[config.mk]
export PLATFORM = sky130hd
export DESIGN_NAME = pas_ram
export DESIGN_NICKNAME = d
export VERILOG_FILES = /design/src/hw/rtl/pas_ram.sv
export SDC_FILE = /design/constraint.sdc
export NUM_CORES = 1
export LEC_CHECK = 0
export BUFFER_PORTS_ARGS = -buffer_cell sky130_fd_sc_hd__buf_4
export CAP_MARGIN = 20
export CORE_MARGIN = 1.5
export CORE_UTILIZATION = 55
export CTS_BUF_LIST = sky130_fd_sc_hd__clkbuf_4
export CTS_CLUSTER_DIAMETER = 60
export DETAILED_ROUTE_END_ITERATION = 8
export PLACE_DENSITY = 0.71
export SETUP_SLACK_MARGIN = 0.02
export SLEW_MARGIN = 20
export SYNTH_ARGS = -nofsm -noshare
export SYNTH_HDL_FRONTEND = slang
export SYNTH_SLANG_ARGS = --single-unit
[constraint.sdc]
create_clock -name aclk -period 2.35 [get_ports aclk]
set_input_delay 0.1175 -clock aclk [delete_from_list [all_inputs] [get_ports aclk]]
set_output_delay 0.1175 -clock aclk [all_outputs]
set_load 0.01 [all_outputs]
[src/hw/rtl/pas_ram.sv]
`timescale 1ns / 1ps
module pas_ram #(
    parameter int Width = 8,
    parameter int Depth = 64
) (
    input  logic                     aclk,
    input  logic                     we,
    input  logic [$clog2(Depth)-1:0] waddr,
    input  logic [Width-1:0]         wdata,
    input  logic [$clog2(Depth)-1:0] raddr,
    output logic [Width-1:0]         rdata
);
    logic [Width-1:0] mem [Depth];

    always_ff @(posedge aclk) begin
        if (we) begin
            mem[waddr] <= wdata;
        end
        rdata <= mem[raddr];
    end
endmodule

Word level (Yosys, flattened, before mapping)
Memory sizes are Yosys's and may differ from the RTL's. A register that Yosys moved wholly into a read port is not among the register bits.
Cells that the tools add are included.
- flip-flop bits (word level): 0
- latch bits: 0
- RAM bits: 512
- bits in read-only memories: 0
- input port bits: 22
- output and inout port bits: 8
- logic and storage cells: 3
- memories kept: 1
- add/sub/neg operators: 0
- $mul: 0
- div/mod/pow operators: 0
- magnitude comparators: 0
- eq/ne operators: 0
- shift-type cells: 0
- multiplexer cells: 2
- bitwise operators: 0
- reductions and logical operators: 0
- memories (memory ; words ; bits a word ; rd ports ; clocked after memory_dff ; write ports ; line ; text):
    mem ; 64 ; 8 ; 1 ; 1 ; 1 ; 13 ; logic [Width-1:0] mem [Depth];
- operators with widths (cell ; number):
    1-bit two-way mux ; 2

Longest topological paths before layout
- word-level depth: 2
- mapped depth: 9
- gate-level depth less buffers: 5

Worst setup path before layout
Ideal clock, no wire load.
- path kind: in2reg
- start: input raddr[1]
- end: register rdata[3] (read register of mem)
- library setup time: 128 ps
- arrival: 1657 ps
- data required time: 2222 ps
- setup slack: 565 ps
- cell stages on the path: 7
- buffers on the path: 3
- cells stage by stage: buf_4 buf_2 buf_2 mux4_2 mux4_2 o21ai_1 o41ai_1
- RTL lines (what ; line ; text):
    start, declared ; 10 ; input logic [$clog2(Depth)-1:0] raddr,
    end, declared ; 11 ; output logic [Width-1:0] rdata

==> impl_metrics.env <==
export IMPL_outcome="finished, final reports clean"
export IMPL_routabilityCongestion=0.7763
export IMPL_crit_start="mem[63][6]$_DFFE_PP_"
export IMPL_die_height_um=194.5
export IMPL_final_hold_viol_count=0
export IMPL_holdBufCountCts=22
export IMPL_synth_top_family_by_area="multiplexers"
export IMPL_grt_first_pass_wirelength_mm=65.14
export IMPL_netlist_top_cell_by_area="edfxtp_1"
export IMPL_synthArstFlopShare=0
export IMPL_main_area_contributors_after_synthesis="edfxtp_1, mux4_2, nor2_1, mux2i_1, dfxtp_1"
export IMPL_grt_pass1_vias=10800
export IMPL_detail_route_wl_per_cell_um=25.02
export IMPL_yosys_area_share_xor_xnor=0
export IMPL_layout_area_overhead_vs_synth_pct=16.34
export IMPL_detail_route_wirelength_mm=43.34
export IMPL_critical_path_endpoint="rdata[6]$_DFF_P_"
export IMPL_cellLeakagePower_uw=0.007784
export IMPL_antenna_found_initial=1
export IMPL_worst_r2r_path_depth=6
export IMPL_ys_warn_count=0
export IMPL_cts_tree="done"
export IMPL_synth_adder_area_share=0
export IMPL_synth_cell_area_sq_um=20170
export IMPL_cts_resized=0
export IMPL_crit_fanout=1
export IMPL_clock_skew_ps=43.75
export IMPL_synth_seq_area_share=0.7703
export IMPL_synthDominantCellAreaShare=0.7624
export IMPL_critical_path_reg2reg_endpoint="rdata[6]$_DFF_P_"
export IMPL_tns_ps=0
export IMPL_post_layout_nonfiller_instances=1732
export IMPL_dp_final_hpwl_mm=26.24
export IMPL_cts_htree_levels=4
export IMPL_critPathCaptureType="flip-flop"
export IMPL_top_cells_by_count_synth="edfxtp_1, mux4_2, nor2_1"
export IMPL_route_detailed_drc=0
export IMPL_synthCells=940
export IMPL_numPlacedInstances=1486
export IMPL_synth_compound_gate_area_share=0.02072
export IMPL_worst_r2r_setup_slack_ps=210
export IMPL_start_kind="flip-flop"
export IMPL_worst_hold_path_type="primary input to flip-flop"
export IMPL_clock_transition_at_the_registers_of_the_reported_paths_ps=70
export IMPL_ios=30
export IMPL_num_nets_final=1202
export IMPL_number_of_setup_buffers_added_after_cts=0
export IMPL_synth_seq_cells=520
export IMPL_cap_violations=0
export IMPL_tightest_slew_ps=751.7
export IMPL_critPathKind="flip-flop to flip-flop"
export IMPL_numCtsBuffers=131
export IMPL_r2r_start="mem[63][6]$_DFFE_PP_"
export IMPL_synthSimpleGateAreaFrac=0.03388
export IMPL_hp_start="raddr[1]"
export IMPL_yosys_mux_area_fraction=0.1594
export IMPL_final_setup_viol_count=0
export IMPL_tritoncts_num_sinks=520
export IMPL_final_max_slew_violation_count=0
export IMPL_grt_ovfl_total=0
export IMPL_dr_pass1_iters=5
export IMPL_antenna_nets_post_route=0
export IMPL_max_slew_margin_rel=0.4859
export IMPL_number_of_enable_type_register_cells_in_the_synthesized_netlist=512
export IMPL_final_min_clock_period_ps=2143
export IMPL_cts_root_buf="clkbuf_4"
export IMPL_required_ps=3040
export IMPL_die_width_um=194.5
export IMPL_postSynthAreaPerCell_sq_um=21.45
export IMPL_track_usage=0.2378
export IMPL_synthFlopType="edfxtp_1"
export IMPL_max_fclk_mhz=466.6
export IMPL_finalCritPeriodShare=0.9119
export IMPL_grt_start_max_net_pins=65
export IMPL_worstPathArrival_ps=2840
export IMPL_final_layout_size_suffix_gt1_frac=0.3772
export IMPL_pwr_density_cell_nw_per_um2=803.9
export IMPL_peakVddDrop_v=0.0005665
export IMPL_mappedNetlistNets=962
export IMPL_port_buffers=29
export IMPL_post_drt_via_cell_ratio=6.034
export IMPL_initial_utilization=0.5629
export IMPL_rows=69
export IMPL_dr_first_iter_drc_count=1068
export IMPL_fp_coreArea_sq_um=35830
export IMPL_die_area_sq_um=37820
export IMPL_clk_latency_ps=810
export IMPL_rsz_0062_raised_after_global_routing="false"
export IMPL_post_synth_num_cell_types=40
export IMPL_dr_total_vias=10450
export IMPL_cts_buffer_depth=3
export IMPL_most_frequently_used_cell_type_in_the_post_synthesis_netlist="edfxtp_1"
## metal layers
layer	wire length [um]	part of all wire	GRT usage	vias up
li1	-	-	-	4507
met1	17460	0.40	0.3282	5305
met2	20740	0.48	0.3651	543
met3	3821	0.088	0.05934	96
met4	1315	0.030	0.1047	0
met5	0	0	0	-
## power breakdown
| group | switching, uW | leakage (uW) | internal [uW] | total [uW] |
|---|---|---|---|---|
| Combinational | 585 | 0.00211 | 434 | 1020 |
| Clock | 3370 | 0.000999 | 4180 | 7550 |
| Sequential | 31.9 | 0.00467 | 10300 | 10300 |
| Total | 3990 | 0.00778 | 14900 | 18900 |
## registers in the layout, summed over array words and instances, names as in the netlist
register / cells
rdata: 8
mem: 512
## metrics by stage
stage	hold slack [ps]	worst slack (ps)	total power [uW]	util	instance area, sq um
2_1_floorplan	216.4	564.8	11030	-	20170
6_report	150.0	207.0	18860	0.6548	23460
3_5_place_dp	481.9	148.5	11490	0.6020	21570
4_1_cts	91.18	224.6	19060	0.6548	23460
3_3_place_gp	481.3	127.2	11470	0.6020	21570
5_1_grt	161.9	77.21	19590	0.6548	23460
## critical path, stage by stage, from the launching register on
cell and delay [ps]:
edfxtp_1 370, mux4_2 500, mux2i_1 290, nand3_1 120, dlygate4sd3_1 600, nand3_1 90, o32ai_1 60
## cell families (layout without fill, tap and decap cells)
logic type,Yosys count,count (layout)
buffers and inverters,51,381
and+or+nand+nor,153,153
muxes,162,162
DFF,520,520
other,0,1
AOI/OAI and AO/OA,54,54
## layout by cell type, fill, tap and decap left out, types with 2 or more instances in the layout
master,n
nand2b_1,7
o21ai_0,2
a221oi_1,6
clkbuf_4,193
a2111oi_0,2
o221a_2,2
buf_12,9
clkinv_1,21
o22ai_1,8
dfxtp_1,8
nand2_1,19
o2bb2ai_1,3
edfxtp_1,512
o32ai_1,2
a21oi_1,3
o41ai_1,2
dlygate4sd3_1,22
nor4_1,2
mux2i_1,23
buf_4,126
nand3b_1,3
nor3_1,7
a211oi_1,4
nand3_1,13
o21ai_1,2
a22oi_1,3
nor2_1,83
o21a_1,2
o221ai_1,8
nor2b_1,14
inv_2,4
mux4_2,126
bufinv_16,4
nand4_1,2
mux2_2,13
o2111ai_1,3
## final cells by class
| type | instances | area, sq um |
|---|---|---|
| flip-flops and latches | 520 | 15530 |
| fillers | 2322 | 12370 |
| multi-input cells | 369 | 4315 |
| clock buffers | 193 | 1449 |
| repair buffers | 158 | 1360 |
| well taps | 461 | 576.8 |
| clock inverters | 30 | 222.7 |
| diodes | 1 | 2.502 |
## worst min-delay path by stage
stage	slack, ps	cells after the start	end
finish	150	5	rdata[7]$_DFF_P_
CTS	90	5	rdata[7]$_DFF_P_
detailed placement	480	2	rdata[3]$_DFF_P_
global placement	480	2	rdata[3]$_DFF_P_
floorplan	220	0	mem[0][0]$_DFFE_PP_
global route	160	5	rdata[7]$_DFF_P_
(Power assumes the default switching activity.)
